==> config.mk <==
export PLATFORM = sky130hd
export DESIGN_NAME = brb_queue
export DESIGN_NICKNAME = d
export VERILOG_FILES = /design/src/design/brb_pkg.sv /design/src/design/brb_queue.sv
export SDC_FILE = /design/constraint.sdc
export NUM_CORES = 1
export LEC_CHECK = 0
export ABC_AREA = 1
export ABC_CLOCK_PERIOD_IN_PS = 1950
export BUFFER_PORTS_ARGS = -buffer_cell sky130_fd_sc_hd__buf_2
export CAP_MARGIN = 20
export CORE_MARGIN = 4
export CORE_UTILIZATION = 60
export DETAILED_ROUTE_END_ITERATION = 8
export GPL_TIMING_DRIVEN = 0
export HOLD_SLACK_MARGIN = 0.08
export PLACE_DENSITY = 0.88
export SLEW_MARGIN = 20
export SYNTH_ARGS = -nofsm -noshare
export SYNTH_HDL_FRONTEND = slang
export SYNTH_SLANG_ARGS = --single-unit
==> constraint.sdc <==
create_clock -name i_clk -period 1.95 [get_ports i_clk]
set_input_delay 0.2925 -clock i_clk [delete_from_list [all_inputs] [get_ports i_clk]]
set_output_delay 0.2925 -clock i_clk [all_outputs]
set_load 0.03 [all_outputs]
==> src/design/brb_pkg.sv <==
// Package for the chunked circular byte buffer.
// Holds the item codes, the command queue entry and the back-end state type.
// Depends on nothing; every other design file but brb_ram uses it.
package brb_pkg;

    localparam int KIND_W   = 2;
    localparam int BYTE_W   = 8;
    localparam int LEN_W    = 10;
    localparam int STATUS_W = 2;
    localparam int COUNT_W  = 7;
    localparam int QUEUE_DEPTH = 4;

    typedef enum logic [KIND_W-1:0] {
        K_ADD  = 2'd0,
        K_PEEK = 2'd1,
        K_TAKE = 2'd2
    } t_kind;

    typedef enum logic [STATUS_W-1:0] {
        ST_DATA   = 2'd0,
        ST_ACCEPT = 2'd1,
        ST_REFUSE = 2'd2
    } t_status;

    typedef struct packed {
        logic                 is_read;
        t_status              status;
        logic [COUNT_W-1:0]   count;
    } t_cmd;

    typedef enum logic [1:0] {
        BK_IDLE,
        BK_READ,
        BK_LOAD,
        BK_SEND
    } t_back_state;

endpackage

==> src/design/brb_queue.sv <==
// Short command queue between the front end and the back end.
// Depends on brb_pkg for the command entry type.
module brb_queue (
    input  logic          i_clk,
    input  logic          i_rst_n,
    input  logic          i_push,
    input  brb_pkg::t_cmd i_cmd,
    input  logic          i_pop,
    output brb_pkg::t_cmd o_cmd,
    output logic          o_full,
    output logic          o_empty
);
    import brb_pkg::*;

    localparam int QA = $clog2(QUEUE_DEPTH);

    t_cmd          r_mem [QUEUE_DEPTH];
    logic [QA-1:0] r_wr_ptr;
    logic [QA-1:0] r_rd_ptr;
    logic [QA:0]   r_count;

    always_ff @(posedge i_clk) begin
        if (i_push) begin
            r_mem[r_wr_ptr] <= i_cmd;
        end
    end

    always_ff @(posedge i_clk) begin
        if (!i_rst_n) begin
            r_wr_ptr <= '0;
            r_rd_ptr <= '0;
            r_count  <= '0;
        end else begin
            if (i_push) begin
                r_wr_ptr <= r_wr_ptr + 1'b1;
            end
            if (i_pop) begin
                r_rd_ptr <= r_rd_ptr + 1'b1;
            end
            if (i_push && !i_pop) begin
                r_count <= r_count + 1'b1;
            end else if (!i_push && i_pop) begin
                r_count <= r_count - 1'b1;
            end
        end
    end

    assign o_cmd   = r_mem[r_rd_ptr];
    assign o_full  = (r_count == (QA+1)'(QUEUE_DEPTH));
    assign o_empty = (r_count == '0);
endmodule

==> results.md <==
* Status: finished, final reports clean
* IO Count at 26
* Slew Viols, Final at 0
* Post-Route WL at about 3600 µm
* Largest cells by area after synthesis: edfxtp_1 (62%), dfxtp_1 (9.3%), o21ai_1 (5.2%), nor2_1 (4.8%), ha_1 (3.2%)
* Clock net sink count at 49
* Total GRT Usage at 19.7%
* CP startpoint kind: flop
* Yosys top cell by area: edfxtp_1
* Layout Nets at 207
* Synth top area share at 62.0%
* Core footprint at 0.00308 mm²
* Netlist Area Pre-Place at 0.00194 mm²
* Rel. slew slack at 69.0%
* Hold WS at 0.120 ns
* Via Count at ~1300
* TNS Setup at 0 ns
* Worst Setup End Kind: output pin
* Worst-path clk slew at 0.15 ns
* Area grow syn2layout at 12.6%
* Post-CTS Setup Bufs at 0
* Initial cell density of the core at 63.0%
* Final std cells w/o fill at 232
* H-tree levels at 2
* Mapped Nets at 175
* Distinct cell type count after synthesis at 17
* RR Startpoint: r_wr_ptr[0]
* RePlAce Congestion at 0.707
* DRT iter0 DRCs at 118
* Critical R2R Capture: r_mem[0][1]
* Root buf cell: clkbuf_4
* Initial antenna violation count at 0
* Via density at 5.62
* Crit path arrival time at around 1.5 ns
* Largest net degree at the start of global routing at 18
* Crit path kind: reg -> out
* DR WL/cell at between 15 and 20 µm
* Static Leak at 0.857 nW
* Clk buf depth at 2
* Max rail drop VDD at between 0.0005 and 0.0006 V
* # resized after CTS at 0
* Die Ht at 64.8 µm
* TritonRoute pass-1 iters at 4
* Antenna Nets Post-Route at 0
* Synth Register Bits at 49
* Total CTS buffers at 5
* Worst Max-Slew Pin Slew at 0.465 ns
* Fmax at 0.560 GHz
* Fin crit period at 1.78 ns
* CTS tree: done
* Hold Path Class: in -> reg
* Sequential area share after synthesis at between 70% and 80%
* Die width at 64.8 µm
* Final worst path period share at 91.5%
* Input/output buffers at 25
* Avg Cell Area, Syn at 12.5 µm²
* Dpl hpwl at 2450 µm
* Crit-path max FO at 10
* Residual DRC at 0
* Layout cells sized above 1 at 21.8%
* Most common cell after layout, fill and taps aside: edfxtp_1
* Skew-Pair Late Insertion Delay at 0.38 ns
* R2R cell count at 4
* Die area at 0.00420 mm²
* Reg-to-reg slack, setup at 0.58 ns
* First-pass GRT wire length at 6000 µm
* Worst Setup EP: o_cmd[8]
* Hold Vio Cnt, Final at 0
* Vias in the first global route at 1317
* Cells after DPL at 224
* Worst Skew at roughly 0.015 ns
* Antenna cells at 0
* Cell Rows at 20
* Required time of the worst setup path at around 1.7 ns
* Setup Viol. Count Final at 0
* Most frequent cells in the layout: edfxtp_1 (40), nor2_1 (25), buf_2 (25), o21ai_1 (20), inv_1 (14)
* Hold_buf cts at 0
* RSZ-0062 raised after global routing: false
* YS warnings at 0
* Power per cell area at 915 mW/mm²
* Max Cap Viol at 0
* GRT overflow at 0
* Cells after Synth at 155
## cells in the mapped netlist (all sizes together)
library cell,instances
edfxtp,40
o21ai,26
nand4,1
a21oi,4
inv,17
fa,1
nand3,1
dfxtp,9
o22ai,10
buf,5
nand2,9
nor3,2
ha,5
nor2,25
## area by class of cell
type | count | area [µm²]
flip-flops and latches | 49 | 1380
fillers | 223 | 896
multi-input cells | 84 | 444
repair buffers | 25 | 125
inverters | 17 | 63.8
well taps | 44 | 55.1
plain buffers | 5 | 48.8
clock buffers | 5 | 37.5
clock inverters | 3 | 26.3
## critical path, cell delays in order (launching register included)
cell     delay, ns
dfxtp_1       0.42
buf_4         0.22
nor2_1        0.08
o22ai_1       0.17
buf_2         0.23
## logic make-up (layout without fill, tap and decap cells)
kind of cell / count (synthesis) / after routing / synth area share [%]
buffers and inverters: 22 / 55 / 5.81
adders and majority gates: 6 / 6 / 4.26
DFF: 49 / 49 / 71.3
AOI/OAI and AO/OA: 40 / 40 / 11.0
and+or+nand+nor: 38 / 38 / 7.68
## metal layers
metal	vias up	wire length [µm]	GRT usage, %
li1	613	-	-
met1	621	1410	23.9
met2	57	1870	31.5
met3	12	264	3.64
met4	0	104	13.7
met5	-	0	0
## state kept, by name, summed over array words and instances (netlist names), named ones only
name      flops
r_count       3
r_wr_ptr      2
r_rd_ptr      2
r_mem        40
## worst min-delay path by stage
stage | cells past startpoint | slack [ns] | start | end
2_1_floorplan | 0 | 0.39 | i_cmd[0] | r_mem[0][0]
3_3_place_gp | 1 | 0.42 | r_rd_ptr[1] | r_rd_ptr[1]
3_5_place_dp | 1 | 0.43 | r_rd_ptr[1] | r_rd_ptr[1]
4_1_cts | 1 | 0.11 | i_cmd[9] | r_mem[0][9]
5_1_grt | 1 | 0.12 | i_cmd[9] | r_mem[3][9]
6_report | 1 | 0.12 | i_cmd[3] | r_mem[3][3]
## power breakdown
part	internal (W)	switching, W	total [W]	leakage (nW)
clock	0.000149	0.000332	0.000481	0.0293
sequential	0.00119	0.0000251	0.00121	0.442
combinational	0.0000950	0.000211	0.000306	0.386
total	0.00143	0.000569	0.00200	0.857
## per-stage QoR
stage | setup WS [ns] | util [%] | cell area, µm² | total power [W]
after floorplan | 0.596 | - | 1940 | 0.00144
after global placement | 0.493 | 68.8 | 2120 | 0.00152
after detailed placement | 0.441 | 68.8 | 2120 | 0.00154
after CTS | 0.164 | 70.9 | 2180 | 0.00200
after global routing | 0.0689 | 70.9 | 2180 | 0.00208
final | 0.166 | 70.9 | 2180 | 0.00200
Note: power is estimated with default switching activity, not from simulation.
