**src/design/brb_pkg.sv**
```systemverilog
// Package for the chunked circular byte buffer.
// Holds the item codes, the command queue entry and the back-end state type.
// Depends on nothing; every other design file but brb_ram uses it.
package brb_pkg;

    localparam int KIND_W   = 2;
    localparam int BYTE_W   = 8;
    localparam int LEN_W    = 10;
    localparam int STATUS_W = 2;
    localparam int COUNT_W  = 7;
    localparam int QUEUE_DEPTH = 4;

    typedef enum logic [KIND_W-1:0] {
        K_ADD  = 2'd0,
        K_PEEK = 2'd1,
        K_TAKE = 2'd2
    } t_kind;

    typedef enum logic [STATUS_W-1:0] {
        ST_DATA   = 2'd0,
        ST_ACCEPT = 2'd1,
        ST_REFUSE = 2'd2
    } t_status;

    typedef struct packed {
        logic                 is_read;
        t_status              status;
        logic [COUNT_W-1:0]   count;
    } t_cmd;

    typedef enum logic [1:0] {
        BK_IDLE,
        BK_READ,
        BK_LOAD,
        BK_SEND
    } t_back_state;

endpackage

```
**src/design/brb_out_if.sv**
```systemverilog
// Output channel of the byte buffer: valid, ready and one result item.
// Depends on brb_pkg for the field widths.
interface brb_out_if;
    logic                            valid;
    logic                            ready;
    logic [brb_pkg::BYTE_W-1:0]      out_byte;
    logic [brb_pkg::STATUS_W-1:0]    status;
    logic                            last;

    modport source (output valid, out_byte, status, last, input ready);
    modport sink   (input valid, out_byte, status, last, output ready);
endinterface

```
**src/design/brb_back.sv**
```systemverilog
// Back end: takes commands from the queue, reads the ring for peek and take
// and drives the result channel from an output register.
// Depends on brb_pkg and brb_out_if.
module brb_back #(
    parameter int RING_DEPTH = 1024
) (
    input  logic                          i_clk,
    input  logic                          i_rst_n,
    input  brb_pkg::t_cmd                 i_cmd,
    input  logic                          i_queue_empty,
    input  logic [$clog2(RING_DEPTH)-1:0] i_rd_pos,
    input  logic [brb_pkg::BYTE_W-1:0]    i_rd_data,
    output logic                          o_pop,
    output logic                          o_rd_en,
    output logic [$clog2(RING_DEPTH)-1:0] o_rd_addr,
    output logic                          o_rd_done,
    brb_out_if.source                     o_out
);
    import brb_pkg::*;

    localparam int PW = $clog2(RING_DEPTH);

    t_back_state        r_state, n_state;
    logic [PW-1:0]      r_pos, n_pos;
    logic [COUNT_W-1:0] r_left, n_left;
    logic               r_is_read, n_is_read;
    logic [BYTE_W-1:0]  r_byte, n_byte;
    t_status            r_status, n_status;
    logic               r_last, n_last;

    always_comb begin
        n_state   = r_state;
        n_pos     = r_pos;
        n_left    = r_left;
        n_is_read = r_is_read;
        n_byte    = r_byte;
        n_status  = r_status;
        n_last    = r_last;
        o_pop     = 1'b0;
        o_rd_en   = 1'b0;
        o_rd_done = 1'b0;
        unique case (r_state)
            BK_IDLE: begin
                if (!i_queue_empty) begin
                    o_pop     = 1'b1;
                    n_is_read = i_cmd.is_read;
                    if (i_cmd.is_read) begin
                        n_pos   = i_rd_pos;
                        n_left  = i_cmd.count;
                        n_state = BK_READ;
                    end else begin
                        n_byte   = '0;
                        n_status = i_cmd.status;
                        n_last   = 1'b1;
                        n_state  = BK_SEND;
                    end
                end
            end
            BK_READ: begin
                o_rd_en = 1'b1;
                n_state = BK_LOAD;
            end
            BK_LOAD: begin
                n_byte   = i_rd_data;
                n_status = ST_DATA;
                n_last   = (r_left == COUNT_W'(1));
                n_state  = BK_SEND;
            end
            BK_SEND: begin
                if (o_out.ready) begin
                    if (r_is_read && r_left != COUNT_W'(1)) begin
                        n_left  = r_left - 1'b1;
                        n_pos   = (r_pos == PW'(RING_DEPTH - 1)) ? '0 : r_pos + 1'b1;
                        n_state = BK_READ;
                    end else begin
                        o_rd_done = r_is_read;
                        n_state   = BK_IDLE;
                    end
                end
            end
            default: begin
                n_state = BK_IDLE;
            end
        endcase
    end

    always_ff @(posedge i_clk) begin
        if (!i_rst_n) begin
            r_state <= BK_IDLE;
        end else begin
            r_state <= n_state;
        end
    end

    always_ff @(posedge i_clk) begin
        r_pos     <= n_pos;
        r_left    <= n_left;
        r_is_read <= n_is_read;
        r_byte    <= n_byte;
        r_status  <= n_status;
        r_last    <= n_last;
    end

    assign o_rd_addr      = r_pos;
    assign o_out.valid    = (r_state == BK_SEND);
    assign o_out.out_byte = r_byte;
    assign o_out.status   = r_status;
    assign o_out.last     = r_last;
endmodule

```
**src/flat_wrapper.sv**
```systemverilog
// flat-port wrapper written by rule: the top's interface ports become plain ports
module brb_back_flat import brb_pkg::*;
#(
    parameter int RING_DEPTH = 1024
)
  (i_clk, i_rst_n, i_cmd, i_queue_empty, i_rd_pos, i_rd_data, o_pop, o_rd_en, o_rd_addr, o_rd_done, o_out_valid, o_out_out_byte, o_out_status, o_out_last, o_out_ready);
  brb_out_if o_out_i ();
  input  logic i_clk;
  input  logic i_rst_n;
  input  brb_pkg::t_cmd i_cmd;
  input  logic i_queue_empty;
  input  logic [$clog2(RING_DEPTH)-1:0] i_rd_pos;
  input  logic [brb_pkg::BYTE_W-1:0] i_rd_data;
  output logic o_pop;
  output logic o_rd_en;
  output logic [$clog2(RING_DEPTH)-1:0] o_rd_addr;
  output logic o_rd_done;
  output wire logic [$bits(o_out_i.valid)-1:0] o_out_valid;
  output wire logic [$bits(o_out_i.out_byte)-1:0] o_out_out_byte;
  output wire logic [$bits(o_out_i.status)-1:0] o_out_status;
  output wire logic [$bits(o_out_i.last)-1:0] o_out_last;
  input wire logic [$bits(o_out_i.ready)-1:0] o_out_ready;
  assign o_out_valid = o_out_i.valid;
  assign o_out_out_byte = o_out_i.out_byte;
  assign o_out_status = o_out_i.status;
  assign o_out_last = o_out_i.last;
  assign o_out_i.ready = o_out_ready;
  brb_back #(.RING_DEPTH(RING_DEPTH)) u_core (.i_clk(i_clk), .i_rst_n(i_rst_n), .i_cmd(i_cmd), .i_queue_empty(i_queue_empty), .i_rd_pos(i_rd_pos), .i_rd_data(i_rd_data), .o_pop(o_pop), .o_rd_en(o_rd_en), .o_rd_addr(o_rd_addr), .o_rd_done(o_rd_done), .o_out(o_out_i));
endmodule
```
**config.mk**
```make
export PLATFORM = sky130hd
export DESIGN_NAME = brb_back_flat
export DESIGN_NICKNAME = d
export VERILOG_FILES = /design/src/design/brb_pkg.sv /design/src/design/brb_out_if.sv /design/src/design/brb_back.sv /design/src/flat_wrapper.sv
export SDC_FILE = /design/constraint.sdc
export NUM_CORES = 1
export LEC_CHECK = 0
export BUFFER_PORTS_ARGS = -buffer_cell sky130_fd_sc_hd__buf_2
export CAP_MARGIN = 20
export CELL_PAD_IN_SITES_DETAIL_PLACEMENT = 0
export CELL_PAD_IN_SITES_GLOBAL_PLACEMENT = 2
export CORE_UTILIZATION = 33
export CTS_BUF_LIST = sky130_fd_sc_hd__clkbuf_16
export CTS_CLUSTER_DIAMETER = 50
export DETAILED_ROUTE_END_ITERATION = 12
export GPL_TIMING_DRIVEN = 0
export HOLD_SLACK_MARGIN = 0.06
export PLACE_DENSITY = 0.87
export SLEW_MARGIN = 40
export SYNTH_ARGS = -nofsm -noshare
export SYNTH_HDL_FRONTEND = slang
export SYNTH_SLANG_ARGS = --single-unit
```
**constraint.sdc**
```tcl
create_clock -name i_clk -period 5.3 [get_ports i_clk]
set_input_delay 0.53 -clock i_clk [delete_from_list [all_inputs] [get_ports i_clk]]
set_output_delay 0.53 -clock i_clk [all_outputs]
set_load 0.02 [all_outputs]
```
==> results of run 1 <==
-- cells by family after synthesis --
group | count (synthesis) | share of synthesized area
AND/OR/NAND/NOR | 51 | 0.1672
flip-flops | 31 | 0.5532
AO/OA/AOI/OAI | 23 | 0.09271
buffers and inverters | 19 | 0.04331
XOR/XNOR | 12 | 0.06383
adder cells (fa/ha/maj) | 8 | 0.06079
multiplexers | 3 | 0.01900
-- routing by layer --
metal,vias up,GRT usage,part of all wire
li1,645,-,-
met1,576,0.1771,0.47
met2,32,0.2285,0.47
met3,2,0.05525,0.054
met4,0,0.05229,0.0061
met5,-,0,0
-- area by class of cell --
cell class,count,share of cell area
plain buffers,6,0.01042
clock buffers,5,0.05790
clock inverters,3,0.005211
inverters,13,0.02258
multi-input cells,97,0.3138
flip-flops and latches,31,0.4215
well taps,67,0.03880
repair buffers,56,0.1297
-- worst max path at each step --
stage               cells past startpoint  slack (ns)                            from                             to
detailed placement                      4        2.90  u_core.r_state[0]$_SDFFE_PN0P_  u_core.o_rd_addr[8]$_DFFE_PP_
floorplan                               5        3.18  u_core.r_state[0]$_SDFFE_PN0P_                      o_rd_done
CTS                                     6        2.73  u_core.r_state[0]$_SDFFE_PN0P_                      o_rd_done
finish                                  6        2.78  u_core.r_state[0]$_SDFFE_PN0P_                      o_rd_done
global route                            6        2.58  u_core.r_state[0]$_SDFFE_PN0P_                      o_rd_done
global placement                        4        2.86  u_core.r_state[0]$_SDFFE_PN0P_  u_core.o_rd_addr[8]$_DFFE_PP_
-- flip-flops by register name, summed over array words and instances, names as in the netlist --
signal                 cells
u_core.r_is_read           1
u_core.r_state             2
u_core.o_out.status        2
u_core.r_left              7
u_core.o_out.last          1
u_core.o_rd_addr          10
u_core.o_out.out_byte      8
-- critical path, stage by stage (launching register included) --
cell	delay, ns
dfxtp_1	0.41
ha_1	0.19
clkbuf_1	0.34
clkbuf_1	0.40
nand3_1	0.12
nor2_1	0.09
buf_2	0.17
-- synth_stat cells --
cell,number
and2_1,9
xor2_1,6
and3_4,1
ha_1,8
a31o_2,1
o211a_1,1
xnor2_1,6
o2111ai_1,1
nand3_1,7
dfxtp_1,2
nor2b_1,3
nand3b_1,2
a22oi_1,1
o21a_1,1
o221a_1,1
nand4_1,2
nor3_1,1
and4_1,1
a31oi_1,1
nor4b_1,1
mux2i_1,2
mux2_2,1
inv_1,13
nor4_2,1
o21ai_0,2
o22ai_1,3
nand2_1,8
and3_1,2
o31ai_1,1
a21oi_1,9
clkbuf_1,6
nor2_1,13
o221a_2,1
edfxtp_1,29
-- power by group through the flow --
| stage | Combinational, mW | Sequential, mW | Clock [mW] |
|---|---|---|---|
| after floorplan | 0.274 | 0.570 | 0 |
| after global placement | 0.492 | 0.506 | 0 |
| after detailed placement | 0.502 | 0.504 | 0 |
| after CTS | 0.505 | 0.501 | 0.270 |
| after global routing | 0.556 | 0.513 | 0.282 |
| final | 0.497 | 0.498 | 0.262 |
==> out/metrics.cfg, run 1 <==
[status]
status=completed

[logic_synthesis]
synth_nets=187
avgSynthCellArea_um2=11.20
ys_top_cells_by_area=edfxtp_1, ha_1, and2_1
ys_ff_latch=31
synth_cells=147
seq_area_frac_synth=0.5532
synth_warnings=0
synth_cell_types=34
synth_top_area_share=0.5289
yosys.area.top_type=edfxtp_1
syn_area_um2=1647

[detailed_routing]
drt.antenna.violating_nets=0
wire_per_inst_um=12.36
viasPerCell=4.514
drc=0
via_count=1255
drtPass1Iterations=4
drt-total-wl_mm=3.437
drt_iter0_markers=41

[placed_design]
place_area_um2=2024
placedCellCount=270
portBuffers=56
routabilityCongestion=0.7296
dp_hpwl_mm=2.488
dp_slack_ns=2.900

[finish]
final_cell_count_no_fill=278
antenna_cells=0
seqCellArea_um2=910.9
drive_above_1_share=0.3223
multi_input_area_um2=678.2
final_cell_mix=buf_2, edfxtp_1, inv_1
syn_to_final_growth_pct=31.23
finalNetCount=250
postLayoutCoreUtil=0.4545
fill_cells=489
finalInstanceArea_um2=2161
final_common_cell=buf_2

[global_routing]
first_global_vias=1168
grtUsageTotal=0.1435
grt_pass1_wl_mm=5.568
grt_overflow_total=0
antenna_found_initial=0
grt_max_degree=18

[power_and_ir_drop]
p_per_area_nw_per_um2=581.8
vdd_drop_max_mv=0.2476
p_sw_frac=0.3873
power_mw=1.257
p_sw_uw=486.9
p_leak_nw=0.9111
intPower_uw=770.4
power_frac_clock=0.209
p_seq_frac=0.396
comb_power_share=0.395

[critical_path]
critPathRequiredTime_ns=4.77
endpoint_kind=output pin
r2r-start=u_core.r_state[0]$_SDFFE_PN0P_
r2r_setup_slack_ns=3.17
path_class=flop to output pin
cp_max_fo=10
r2r_end=u_core.r_left[0]$_DFFE_PP_
setup.worst_path.start_class=flop
reg2reg_depth=4
arrival_ns=1.99

[sta]
finalSetupTns_ns=0
worst_pin_slew_ns=0.5807
max_freq_ghz=0.3961
fin_crit_sh=0.4763
whs_ns=0.5010
setup_ws_ns=2.776
relSlewSlack=0.6129
finalMaxSlewViolations=0
finalSetupViolations=0
hold_viol=0
min_period_ns=2.524
skew_ns=0.006701
grt_setup_unrepaired=no

[clock_tree]
clkLatencyLatePin_ns=0.27
htreeDepth=2
cts_sinks=31
hold_buffers=0
cts_root_buf=clkbuf_16
cts_setup_buffers=0
cts_made_buffers=5
cts_buffer_depth=2
clkTransAtPathRegs_ns=0.05
cts_resized=0
cts_tree=built

[floorplanning]
die_h_um=72.64
ios=57
core.rowCount=25
start_util=0.3463
die_width_um=72.64
fp.coreArea_um2=4755
die-area_um2=5276

[hold_path]
min_path_cells=2
min_from=i_rst_n
min_path_type=input port to flop
hold_end=u_core.r_state[1]$_SDFFE_PN0P_

[flow_run]
drv_cap=0

(Power assumes the default switching activity.)
==> inputs of run 2 (changes only) <==
CORE_UTILIZATION = 30   (was 33)
PLACE_DENSITY = 0.8   (was 0.87)
clock period = 2.34 ns   (was 5.3 ns; I/O delays follow)
==> out/metrics.cfg, run 2 (same netlist as run 1, synthesis figures left out) <==
[status]
status=completed

[placed_design]
placedCellCount=273
portBuffers=56
dp_slack_ns=-0.09844
dp_hpwl_mm=2.639
routabilityCongestion=0.7665

[floorplanning]
die-area_um2=5789
die_width_um=76.09
die_h_um=76.09
ios=57
start_util=0.3163
fp.coreArea_um2=5205
core.rowCount=26

[finish]
largest_reg_flops=10
syn_to_final_growth_pct=31.38
final_cell_count_no_fill=280
final_cell_mix=buf_2, edfxtp_1, inv_1, nor2_1
finalNetCount=250
antenna_cells=0
final_common_cell=buf_2
drive_above_1_share=0.3333

[sta]
skew_ns=0.006544
grt_setup_unrepaired=no
relSlewSlack=0.6186
finalSetupViolations=0
min_period_ns=2.113
setup_ws_ns=0.2275
worst_pin_slew_ns=0.5721
finalMaxSlewViolations=0
hold_viol=0
max_freq_ghz=0.4734
fin_crit_sh=0.9028

[critical_path]
endpoint_kind=flop
path_class=flop to flop
arrival_ns=2.02
critPathRequiredTime_ns=2.25
cp_max_fo=17
setup.worst_path.start_class=flop

[detailed_routing]
wire_per_inst_um=13.03
drt-total-wl_mm=3.648
drt.antenna.violating_nets=0
drtPass1Iterations=4
drt_iter0_markers=39
viasPerCell=4.679
via_count=1310
drc=0

[flow_run]
drv_cap=0

[global_routing]
antenna_found_initial=0
grtUsageTotal=0.1297
grt_max_degree=18
grt_pass1_wl_mm=5.878
grt_overflow_total=0
first_global_vias=1229

[clock_tree]
cts_tree=built
clkLatencyLatePin_ns=0.27
clkTransAtPathRegs_ns=0.05
cts_sinks=31
htreeDepth=2
cts_made_buffers=5
cts_root_buf=clkbuf_16
cts_buffer_depth=2

[hold_path]
min_path_type=input port to flop

[power_and_ir_drop]
vdd_drop_max_mv=0.7519
p_leak_nw=0.9115
p_per_area_nw_per_um2=1326

[run 2: cell count changes in the layout (fill, tap and decap cells not counted)]
cell      previous run  this run
clkbuf_1             6         5
clkbuf_2             0         1
clkinv_1             2         1
clkinv_2             0         1
inv_1               14        13
[run 2: layout make-up]
type | instances | area (um^2)
buffer | 6 | 23.77
clock buffer | 5 | 125.1
clock inverter | 2 | 8.758
fill | 532 | 3042
inverter | 13 | 48.80
multi-input combinational | 97 | 678.2
sequential | 31 | 910.9
tap | 70 | 87.58
timing repair buffer | 56 | 280.3
[run 2: worst paths after layout]
| path | start | end | slack [ns] | cells past startpoint |
|---|---|---|---|---|
| worst max-delay path | u_core.r_state[0]$_SDFFE_PN0P_ | u_core.o_rd_addr[3]$_DFFE_PP_ | 0.23 | 4 |
| worst min register to register | u_core.r_state[1]$_SDFFE_PN0P_ | u_core.r_state[1]$_SDFFE_PN0P_ | 0.60 | 1 |
| worst min-delay path | i_rst_n | u_core.r_state[1]$_SDFFE_PN0P_ | 0.21 | 2 |
| worst max register to register | u_core.r_state[0]$_SDFFE_PN0P_ | u_core.o_rd_addr[3]$_DFFE_PP_ | 0.23 | 4 |
[run 2: power breakdown]
part	leakage [nW]	switching, mW	internal [mW]
Combinational	0.554	0.716	0.420
Clock	0.0671	0.219	0.381
Sequential	0.290	0.188	0.945
Total	0.911	1.12	1.75
[run 2: what timing repair did]
item / 4_1_cts / 5_1_grt
endpoints found under the setup margin: 17 / 1
setup buffers: 0 / 0
gates resized for setup: 1 / 2
hold buffers: 0 / 0
[run 2: routing by layer]
metal / part of all wire / vias to the layer above / track usage
li1: - / 646 / -
met1: 0.47 / 618 / 0.1657
met2: 0.46 / 41 / 0.2055
met3: 0.054 / 5 / 0.04192
met4: 0.011 / 0 / 0.04615
met5: 0 / - / 0
[run 2: through the flow]
stage / setup TNS (ns) / utilization / instance area [um^2] / hold slack (ns) / power [mW]
6_report: 0 / 0.4156 / 2163 / 0.2059 / 2.869
5_1_grt: 0 / 0.4156 / 2163 / 0.2026 / 3.062
4_1_cts: 0 / 0.4154 / 2162 / 0.1967 / 2.899
3_5_place_dp: -1.662 / 0.3897 / 2028 / 0.4758 / 2.290
3_3_place_gp: -1.512 / 0.3870 / 2014 / 0.4687 / 2.265
2_1_floorplan: 0 / - / 1647 / 0.3329 / 1.911
[run 2: critical path: stages, from the launching register on]
cell and delay, ns:
dfxtp_1 0.35, ha_1 0.23, clkbuf_1 0.20, a22oi_1 0.39, o221a_2 0.58
