File: src/design/brb_pkg.sv
// Package for the chunked circular byte buffer.
// Holds the item codes, the command queue entry and the back-end state type.
// Depends on nothing; every other design file but brb_ram uses it.
package brb_pkg;

    localparam int KIND_W   = 2;
    localparam int BYTE_W   = 8;
    localparam int LEN_W    = 10;
    localparam int STATUS_W = 2;
    localparam int COUNT_W  = 7;
    localparam int QUEUE_DEPTH = 4;

    typedef enum logic [KIND_W-1:0] {
        K_ADD  = 2'd0,
        K_PEEK = 2'd1,
        K_TAKE = 2'd2
    } t_kind;

    typedef enum logic [STATUS_W-1:0] {
        ST_DATA   = 2'd0,
        ST_ACCEPT = 2'd1,
        ST_REFUSE = 2'd2
    } t_status;

    typedef struct packed {
        logic                 is_read;
        t_status              status;
        logic [COUNT_W-1:0]   count;
    } t_cmd;

    typedef enum logic [1:0] {
        BK_IDLE,
        BK_READ,
        BK_LOAD,
        BK_SEND
    } t_back_state;

endpackage

File: src/design/brb_in_if.sv
// Input channel of the byte buffer: valid, ready and one request item.
// Depends on brb_pkg for the field widths.
interface brb_in_if;
    logic                          valid;
    logic                          ready;
    logic [brb_pkg::KIND_W-1:0]    kind;
    logic [brb_pkg::BYTE_W-1:0]    data_byte;
    logic                          chunk_start;
    logic [brb_pkg::LEN_W-1:0]     chunk_length;

    modport source (output valid, kind, data_byte, chunk_start, chunk_length, input ready);
    modport sink   (input valid, kind, data_byte, chunk_start, chunk_length, output ready);
endinterface

File: src/design/brb_front.sv
// Front end: accepts requests, keeps the ring pointers and chunk state,
// writes added bytes and queues status results and read commands.
// Depends on brb_pkg and brb_in_if.
module brb_front #(
    parameter int RING_DEPTH = 1024,
    parameter int MAX_TAKE   = 64
) (
    input  logic                          i_clk,
    input  logic                          i_rst_n,
    brb_in_if.sink                        i_in,
    input  logic                          i_queue_full,
    input  logic                          i_rd_done,
    output logic                          o_push,
    output brb_pkg::t_cmd                 o_cmd,
    output logic [$clog2(RING_DEPTH)-1:0] o_rd_pos,
    output logic                          o_wr_en,
    output logic [$clog2(RING_DEPTH)-1:0] o_wr_addr,
    output logic [brb_pkg::BYTE_W-1:0]    o_wr_data
);
    import brb_pkg::*;

    localparam int PW = $clog2(RING_DEPTH);
    localparam int CW = PW + LEN_W;

    logic [PW-1:0]    r_head, n_head;
    logic [PW-1:0]    r_tail, n_tail;
    logic [LEN_W-1:0] r_add_left, n_add_left;
    logic             r_add_refused, n_add_refused;
    logic             r_busy, n_busy;
    logic [PW-1:0]    r_rd_pos, n_rd_pos;

    logic             accept;
    logic [PW:0]      diff;
    logic [PW-1:0]    stored;
    logic [PW-1:0]    free_space;
    logic [CW-1:0]    len_ext;
    logic [PW:0]      head_sum;
    logic [PW-1:0]    tail_inc;

    assign accept   = i_in.valid && i_in.ready;
    assign i_in.ready = !i_queue_full && !r_busy;

    assign diff       = {1'b0, r_tail} + (PW+1)'(RING_DEPTH) - {1'b0, r_head};
    assign stored     = (diff >= (PW+1)'(RING_DEPTH)) ? PW'(diff - (PW+1)'(RING_DEPTH))
                                                      : diff[PW-1:0];
    assign free_space = PW'(RING_DEPTH - 1) - stored;
    assign len_ext    = {{PW{1'b0}}, i_in.chunk_length};
    assign head_sum   = {1'b0, r_head} + (PW+1)'(i_in.chunk_length);
    assign tail_inc   = (r_tail == PW'(RING_DEPTH - 1)) ? '0 : r_tail + 1'b1;

    always_comb begin
        logic             refuse;
        logic [LEN_W-1:0] left_dec;
        n_head        = r_head;
        n_tail        = r_tail;
        n_add_left    = r_add_left;
        n_add_refused = r_add_refused;
        n_busy        = r_busy && !i_rd_done;
        n_rd_pos      = r_rd_pos;
        o_push        = 1'b0;
        o_cmd         = '{is_read: 1'b0, status: ST_ACCEPT, count: '0};
        o_wr_en       = 1'b0;
        refuse        = r_add_refused;
        left_dec      = r_add_left - 1'b1;
        if (accept) begin
            unique case (t_kind'(i_in.kind))
                K_ADD: begin
                    if (i_in.chunk_start && i_in.chunk_length == '0) begin
                        n_add_left    = '0;
                        n_add_refused = 1'b0;
                        o_push        = 1'b1;
                    end else if (i_in.chunk_start || r_add_left != '0) begin
                        if (i_in.chunk_start) begin
                            refuse   = (len_ext > {{LEN_W{1'b0}}, free_space});
                            left_dec = i_in.chunk_length - 1'b1;
                        end
                        n_add_refused = refuse;
                        n_add_left    = left_dec;
                        if (!refuse) begin
                            o_wr_en = 1'b1;
                            n_tail  = tail_inc;
                        end
                        if (left_dec == '0) begin
                            o_push        = 1'b1;
                            o_cmd.status  = refuse ? ST_REFUSE : ST_ACCEPT;
                            n_add_refused = 1'b0;
                        end
                    end
                end
                K_PEEK, K_TAKE: begin
                    o_push = 1'b1;
                    if (i_in.chunk_length == '0
                            || i_in.chunk_length > LEN_W'(MAX_TAKE)
                            || len_ext > {{LEN_W{1'b0}}, stored}) begin
                        o_cmd.status = ST_REFUSE;
                    end else begin
                        o_cmd.is_read = 1'b1;
                        o_cmd.status  = ST_DATA;
                        o_cmd.count   = COUNT_W'(i_in.chunk_length);
                        n_busy        = 1'b1;
                        n_rd_pos      = r_head;
                        if (t_kind'(i_in.kind) == K_TAKE) begin
                            n_head = (head_sum >= (PW+1)'(RING_DEPTH))
                                   ? PW'(head_sum - (PW+1)'(RING_DEPTH))
                                   : head_sum[PW-1:0];
                        end
                    end
                end
                default: begin
                end
            endcase
        end
    end

    always_ff @(posedge i_clk) begin
        if (!i_rst_n) begin
            r_head        <= '0;
            r_tail        <= '0;
            r_add_left    <= '0;
            r_add_refused <= 1'b0;
            r_busy        <= 1'b0;
        end else begin
            r_head        <= n_head;
            r_tail        <= n_tail;
            r_add_left    <= n_add_left;
            r_add_refused <= n_add_refused;
            r_busy        <= n_busy;
        end
    end

    always_ff @(posedge i_clk) begin
        r_rd_pos <= n_rd_pos;
    end

    assign o_rd_pos  = r_rd_pos;
    assign o_wr_addr = r_tail;
    assign o_wr_data = i_in.data_byte;
endmodule

File: src/flat_wrapper.sv
// flat-port wrapper written by rule: the top's interface ports become plain ports
module brb_front_flat import brb_pkg::*;
#(
    parameter int RING_DEPTH = 1024,
    parameter int MAX_TAKE   = 64
)
  (i_clk, i_rst_n, i_queue_full, i_rd_done, o_push, o_cmd, o_rd_pos, o_wr_en, o_wr_addr, o_wr_data, i_in_valid, i_in_kind, i_in_data_byte, i_in_chunk_start, i_in_chunk_length, i_in_ready);
  brb_in_if i_in_i ();
  input  logic i_clk;
  input  logic i_rst_n;
  input  logic i_queue_full;
  input  logic i_rd_done;
  output logic o_push;
  output brb_pkg::t_cmd o_cmd;
  output logic [$clog2(RING_DEPTH)-1:0] o_rd_pos;
  output logic o_wr_en;
  output logic [$clog2(RING_DEPTH)-1:0] o_wr_addr;
  output logic [brb_pkg::BYTE_W-1:0] o_wr_data;
  input wire logic [$bits(i_in_i.valid)-1:0] i_in_valid;
  input wire logic [$bits(i_in_i.kind)-1:0] i_in_kind;
  input wire logic [$bits(i_in_i.data_byte)-1:0] i_in_data_byte;
  input wire logic [$bits(i_in_i.chunk_start)-1:0] i_in_chunk_start;
  input wire logic [$bits(i_in_i.chunk_length)-1:0] i_in_chunk_length;
  output wire logic [$bits(i_in_i.ready)-1:0] i_in_ready;
  assign i_in_i.valid = i_in_valid;
  assign i_in_i.kind = i_in_kind;
  assign i_in_i.data_byte = i_in_data_byte;
  assign i_in_i.chunk_start = i_in_chunk_start;
  assign i_in_i.chunk_length = i_in_chunk_length;
  assign i_in_ready = i_in_i.ready;
  brb_front #(.RING_DEPTH(RING_DEPTH), .MAX_TAKE(MAX_TAKE)) u_core (.i_clk(i_clk), .i_rst_n(i_rst_n), .i_in(i_in_i), .i_queue_full(i_queue_full), .i_rd_done(i_rd_done), .o_push(o_push), .o_cmd(o_cmd), .o_rd_pos(o_rd_pos), .o_wr_en(o_wr_en), .o_wr_addr(o_wr_addr), .o_wr_data(o_wr_data));
endmodule
File: config.mk
export PLATFORM = sky130hd
export DESIGN_NAME = brb_front_flat
export DESIGN_NICKNAME = d
export VERILOG_FILES = /design/src/design/brb_pkg.sv /design/src/design/brb_in_if.sv /design/src/design/brb_front.sv /design/src/flat_wrapper.sv
export SDC_FILE = /design/constraint.sdc
export NUM_CORES = 1
export LEC_CHECK = 0
export ABC_AREA = 1
export BUFFER_PORTS_ARGS = -buffer_cell sky130_fd_sc_hd__buf_2
export CORE_UTILIZATION = 50
export DETAILED_ROUTE_END_ITERATION = 12
export PLACE_DENSITY = 0.73
export REMOVE_ABC_BUFFERS = 1
export SYNTH_ARGS = -nofsm -noshare
export SYNTH_HDL_FRONTEND = slang
export SYNTH_SLANG_ARGS = --single-unit
File: constraint.sdc
create_clock -name i_clk -period 3.38 [get_ports i_clk]
set_input_delay 0.169 -clock i_clk [delete_from_list [all_inputs] [get_ports i_clk]]
set_output_delay 0.169 -clock i_clk [all_outputs]
set_load 0.01 [all_outputs]
==> reports/metrics.csv, run 1 <==
stage;metric;value;unit
outcome;status;finished with violations;
outcome;failing checks;setup timing;
clock_tree;H-tree depth;2;
critical_path;Critical Path Sink Type;output pin;
timing;final worst setup slack;-0.307;ns
floorplan;die extent in x;88.3;um
critical_path;capturing point of the worst reg2reg path;u_core.r_head[0];
clock_tree;CTS tree;built;
pwr;Power Internal;738;uW
timing;final hold viol count;0;
drt;antenna-violating nets left;0;
pwr;power per cell area;215;mW/mm^2
global_route;global route overflow;0;
synthesis;EDFF count, synth;10;
min_path;worst hold start;i_rd_done;
clock_tree;clk sinks;42;
timing;Setup Skew;0.00623;ns
clock_tree;number of hold buffers added after CTS;0;
placed_design;placed cells;686;
final_layout;commonest non-fill, non-tap cell in the layout;nand2_1;
critical_path;kind of critical path;register to output pin;
synthesis;top_reg_cell synth;dfxtp_1;
min_path;Worst Hold Path Cells;4;
critical_path;r2r setup slk;-0.28;ns
floorplan;Initial Util;51.6;%
timing;worst-margin pin slew;0.846;ns
synthesis;Mean Syn Cell Area;7.08;sq um
clock_tree;Clock Path Buffers;2;
drt;WL final;11200;um
pwr;Pleak;2.40;nW
synthesis;Synth cell types;46;
synthesis;asr flop ratio synth;0;%
critical_path;Worst Reg-to-Reg Cells;23;
floorplan;Die Ht;88.3;um
floorplan;I/O Pins;67;
floorplan;Die ar.;0.00780;sq mm
pwr;worst vdd ir;141;uV
global_route;largest net degree at the start of global routing;22;
timing;Hold Slack;0.103;ns
timing;Final Max Slew Viols;0;
pwr;Net Sw Frac;31.6;%
min_path;hold crit path type;input pin to register;
synthesis;largest area contributor in the netlist;dfxtp_1;
placed_design;DP HPWL;7390;um
clock_tree;Clk pin slew, worst setup/hold paths;0.09;ns
final_layout;Nets;692;
drt;drt first pass iters;5;
pwr;clock network power share;31.5;%
drt;DRT iter0 DRCs;364;
placed_design;IO Port Bufs;50;
drt;WL/cell;15.5;um
critical_path;WP data arrival;3.52;ns
pwr;total power draw;1.08;mW
timing;Tcrit/Tclk final;109;%
synthesis;area share of the largest cell type after synthesis;17.2;%
timing;final setup violation count;41;
critical_path;CP startpoint kind;register;
final_layout;ant diodes;0;
pwr;NetSw;342;uW
flow_run;max_cap viols;0;
timing;unrepaired setup endpoints after global routing;yes;
global_route;initial antenna violation count;0;
drt;routed vias;3945;
critical_path;worst r2r src;u_core.o_wr_addr[2];
drt;vias per cell;5.49;
clock_tree;CTS Buf Count;5;
placed_design;post-place instance area;0.00421;sq mm
pwr;Comb power frac;20.8;%
global_route;total track usage;27.1;%
final_layout;fin cells;718;
synthesis;Synth Instances;526;
timing;Tmin final;3.69;ns
global_route;vias in the first global route;3483;
synthesis;synth top area cells;dfxtp_1 (17%), ha_1 (15%), nand2_1 (11%);
final_layout;Final Cell Area;0.00503;sq mm
synthesis;Synthesis Warnings;0;
timing;Slew HR;43.5;%
synthesis;synthesized flop and latch total;42;
placed_design;Place WS;-0.219;ns
final_layout;share of cells above drive strength 1;33.9;%
min_path;WHS Endpoint;u_core.r_busy;
final_layout;Area Overhead vs Synth;35.0;%
critical_path;CP max FO;5;
synthesis;Mapped Area;0.00372;sq mm
floorplan;row cnt;31;
clock_tree;Skew-Pair Late Insertion Delay;0.31;ns
synthesis;part of the Yosys area used for sequential elements;25.3;%
floorplan;core region area;0.00721;sq mm
timing;total negative slack;-8.15;ns
placed_design;gpl congestion;0.898;
final_layout;most frequent cells in the layout;nand2_1 (94), inv_1 (72), buf_2 (41);
global_route;first-pass GRT wire length;16200;um
pwr;Flop pwr share;47.7;%
timing;Fmax;0.271;GHz
critical_path;Worst EP required;3.21;ns
final_layout;final core utilization;69.7;%
clock_tree;clock root buffer;clkbuf_8;
drt;DRC;0;
[synth_stat cells (6+ instances only)]
cell,instances
edfxtp_1,10
buf_4,9
a21oi_1,47
nand3_1,24
ha_1,46
o21ai_0,18
inv_1,77
xor2_1,12
nand4_1,10
nor2_2,7
dfxtp_1,32
nand2_2,6
nor3_1,9
nor2_1,52
xnor2_1,8
nand2_1,106
[cell families after synthesis]
family / Yosys count / synth area share, %
muxes: 1 / 0.269
xor gates and xnor gates: 20 / 4.70
AOI/OAI and AO/OA: 89 / 13.9
adders and majority gates: 48 / 16.5
DFF: 42 / 25.3
and+or+nand+nor: 228 / 27.7
buffers and inverters: 98 / 11.7
[state kept, by name (all words and copies together) (netlist names)]
register,flops
u_core.o_rd_pos,10
u_core.o_wr_addr,10
u_core.r_add_left,10
u_core.r_add_refused,1
u_core.r_busy,1
u_core.r_head,10
[power by group through the flow]
stage / logic, mW / registers (mW) / clock network [mW]
finish: 0.225 / 0.515 / 0.340
CTS: 0.201 / 0.515 / 0.342
floorplan: 0.122 / 0.527 / 0
global placement: 0.178 / 0.527 / 0
detailed placement: 0.182 / 0.527 / 0
global route: 0.247 / 0.516 / 0.364
[routing by layer]
metal  share of wire [%]  routed length [um]  track usage (%)
met5                   0                   0                0
met4                 3.1                 342             10.1
met1                  43                4790             35.3
met2                  47                5220             43.8
met3                 7.2                 802             6.16
[final cells by class]
type                    instances  area, sq um
well taps                      99          124
fillers                       581         2190
clock inverters                 2         13.8
clock buffers                   6         72.6
flip-flops and latches         42          947
inverters                      81          319
repair buffers                102          823
multi-input cells             386         2730
[worst max-delay path, cell delays in order, from the launching register on]
cell     delay [ns]
dfxtp_2        0.36
ha_4           0.27
a21o_1         0.21
a31oi_4        0.20
o21ai_2        0.08
nand2_1        0.08
nand2_1        0.06
a21oi_2        0.17
xor2_1         0.21
inv_1          0.12
ha_4           0.29
nand2_1        0.08
nor2_4         0.14
nand4_1        0.12
nand2_1        0.09
inv_1          0.06
nand2_1        0.07
nand2_2        0.07
buf_6          0.13
nand3_4        0.06
nor2_4         0.04
o21a_1         0.16
buf_2          0.13
[worst max path at each step]
stage,cells past startpoint,end,slack [ns],startpoint
floorplan,21,u_core.o_rd_pos[0],-0.25,u_core.o_wr_addr[0]
global placement,24,o_cmd[9],-0.05,u_core.o_wr_addr[0]
detailed placement,24,o_cmd[9],-0.22,u_core.o_wr_addr[0]
CTS,23,o_cmd[2],-0.27,u_core.o_wr_addr[0]
global route,21,o_cmd[0],-0.46,u_core.r_head[2]
finish,22,o_cmd[8],-0.31,u_core.o_wr_addr[2]
[what timing repair did]
item,in CTS,in global routing
pin swaps,23,25
gates cloned,1,3
buffers inserted,12,13
resized for setup,50,91
setup endpoints to repair,37,43
(Power assumes the default switching activity.)
==> run 2, diff against run 1 <==
Settings changed: CORE_ASPECT_RATIO set to 0.8.
==> run 2 against run 1 <==
  * The flow finishes with violations (DRC, setup timing)
  * Global-route usage is essentially flat
  * Worst setup slack worse by 0.037 ns
  * Register-to-register slack worse by 0.03 ns
  * Critical path type unchanged
  * Largest cell class unchanged
==> reports/metrics.csv, run 2 (synthesis gave the netlist of run 1 again) <==
stage;metric;value;unit;change
outcome;status;finished with violations;;
outcome;failing checks;DRC, setup timing;;
timing;worst-margin pin slew;0.898;ns;+0.0518 ns
clock_tree;Clk pin slew, worst setup/hold paths;0.09;ns;about the same
final_layout;number of fill cells;585;;+0.69%
min_path;hold crit path type;input pin to register;;
floorplan;Die Ht;79.2;um;-10%
global_route;total track usage;27.1;%;+0.032 points
final_layout;final core utilization;67.8;%;-1.8 points
final_layout;Area Overhead vs Synth;28.0;%;
pwr;power per cell area;241;mW/mm^2;+12%
critical_path;Worst Reg-to-Reg Cells;25;;+8.7%
clock_tree;Clock Path Buffers;2;;unchanged
global_route;first-pass GRT wire length;16700;um;+2.7%
pwr;NetSw;340;uW;-0.60%
floorplan;core region area;0.00703;sq mm;-2.6%
drt;WL final;10600;um;-5.1%
final_layout;Nets;683;;-1.3%
pwr;worst vdd ir;162;uV;+15%
placed_design;gpl congestion;0.910;;+1.3%
global_route;initial antenna violation count;0;;unchanged
critical_path;critical path endpoint;o_cmd[0];;
timing;Tmin final;3.72;ns;+0.0373 ns
clock_tree;CTS Buf Count;5;;unchanged
placed_design;placed cells;678;;-1.2%
final_layout;Seq. cell area;945;sq um;-0.26%
flow_run;max_cap viols;0;;unchanged
timing;final setup violation count;34;;-17%
clock_tree;CTS tree;built;;
timing;final worst setup slack;-0.345;ns;-0.0373 ns
timing;Fmax;0.268;GHz;-1.0%
global_route;global route overflow;0;;unchanged
global_route;vias in the first global route;3558;;+2.2%
timing;Tcrit/Tclk final;110;%;+1.1 points
floorplan;row cnt;27;;-13%
critical_path;WP data arrival;3.56;ns;+0.04 ns
pwr;Power Internal;810;uW;+9.7%
final_layout;fin cells;697;;-2.9%
floorplan;I/O Pins;67;;unchanged
critical_path;Critical Path Sink Type;output pin;;
timing;Hold Slack;0.136;ns;+0.0335 ns
placed_design;IO Port Bufs;50;;unchanged
timing;final hold viol count;0;;unchanged
critical_path;worst r2r src;u_core.r_head[3];;
critical_path;CP max FO;8;;+3
pwr;Net Sw Frac;29.5;%;-2.1 points
critical_path;Worst EP required;3.21;ns;about the same
pwr;Comb power frac;18.5;%;-2.3 points
global_route;largest net degree at the start of global routing;22;;unchanged
clock_tree;H-tree depth;2;;unchanged
floorplan;die extent in x;98.5;um;+12%
pwr;Pleak;2.36;nW;-1.9%
critical_path;r2r setup slk;-0.31;ns;-0.03 ns
timing;Setup Skew;0.00834;ns;+0.00211 ns
timing;Final Max Slew Viols;0;;unchanged
drt;antenna-violating nets left;0;;unchanged
critical_path;capturing point of the worst reg2reg path;u_core.r_head[9];;
pwr;Flop pwr share;44.8;%;-2.9 points
placed_design;DP HPWL;7740;um;+4.8%
final_layout;most frequent cells in the layout;nand2_1 (93), inv_1 (74), buf_2 (48);;
floorplan;Die ar.;0.00780;sq mm;about the same
critical_path;CP startpoint;u_core.r_head[3];;
final_layout;share of cells above drive strength 1;30.7;%;-3.3 points
critical_path;kind of critical path;register to output pin;;
clock_tree;number of hold buffers added after CTS;0;;unchanged
final_layout;multi-input logic area;0.00263;sq mm;-3.6%
drt;DRT iter0 DRCs;272;;-25%
floorplan;Initial Util;53.0;%;+1.4 points
clock_tree;clock root buffer;clkbuf_8;;
drt;vias per cell;5.50;;about the same
timing;unrepaired setup endpoints after global routing;yes;;
timing;Slew HR;40.1;%;-3.5 points
drt;DRC;2;;+2
drt;routed vias;3832;;-2.9%
min_path;worst hold start;i_rd_done;;
drt;drt first pass iters;11;;+6
pwr;clock network power share;36.7;%;+5.2 points
final_layout;ant diodes;0;;unchanged
clock_tree;clk sinks;42;;unchanged
drt;WL/cell;15.2;um;-2.2%
final_layout;commonest non-fill, non-tap cell in the layout;nand2_1;;
critical_path;CP startpoint kind;register;;
clock_tree;Skew-Pair Late Insertion Delay;0.31;ns;about the same
placed_design;Place WS;-0.239;ns;-0.0199 ns
-- run 2: cell types whose count changed in the layout (fill, tap and decap cells not counted), sizes merged --
cell | before | now
buf | 99 | 93
bufinv | 0 | 1
clkinv | 3 | 1
clkbuf | 9 | 6
clkinvlp | 0 | 1
-- run 2: final cells by class --
type,instances,area share (%)
well taps,87,2.28
flip-flops and latches,42,19.8
multi-input cells,386,55.1
clock inverters,2,0.787
clock buffers,6,1.52
inverters,81,6.59
repair buffers,93,13.9
-- run 2: stage by stage --
stage	instance area, sq um	total power, mW	setup TNS (ns)
detailed placement	4220	0.711	-5.26
CTS	4540	1.14	-6.06
floorplan	3600	0.649	-5.29
global placement	4220	0.707	-0.201
finish	4770	1.15	-6.52
global route	4770	1.19	-13.14
-- run 2: worst min path at each step --
stage / endpoint / slack (ns) / cells past startpoint
4_1_cts: u_core.r_busy / 0.15 / 4
3_3_place_gp: o_wr_data[0] / 0.34 / 0
6_report: u_core.r_busy / 0.14 / 4
3_5_place_dp: o_wr_data[0] / 0.34 / 0
2_1_floorplan: u_core.r_head[9] / 0.30 / 2
5_1_grt: u_core.r_busy / 0.18 / 4
-- run 2: what timing repair did --
item,CTS,global route
setup endpoints to repair,42,42
pin swaps,18,26
buffers inserted,8,4
resized for setup,50,53
-- run 2: critical path, stage by stage, from the launching register on --
cell	delay (ns)
dfxtp_1	0.34
inv_1	0.06
ha_1	0.34
a21oi_1	0.21
nand2_2	0.09
a21oi_2	0.15
o21ai_2	0.08
a21oi_2	0.14
o21bai_1	0.08
xor2_1	0.19
inv_1	0.11
ha_4	0.25
nor2_4	0.11
nand2_1	0.06
nor2_2	0.15
o211ai_1	0.12
nand3_1	0.12
nand2_2	0.08
and2_4	0.16
nand2_4	0.07
buf_12	0.14
nor2_2	0.04
buf_2	0.14
-- run 2: power groups by stage --
stage	registers, mW	clock network [mW]	logic [mW]
finish	0.515	0.422	0.213
global route	0.516	0.437	0.236
CTS	0.515	0.423	0.199
detailed placement	0.527	0	0.184
global placement	0.527	0	0.180
floorplan	0.527	0	0.122
-- run 2: per-layer routing --
layer	up-vias	GRT usage, %	routed length [um]
li1	1870	-	-
met1	1790	37.5	5000
met2	160	43.2	4730
met3	12	5.63	765
met4	0	6.87	97
met5	-	0	0
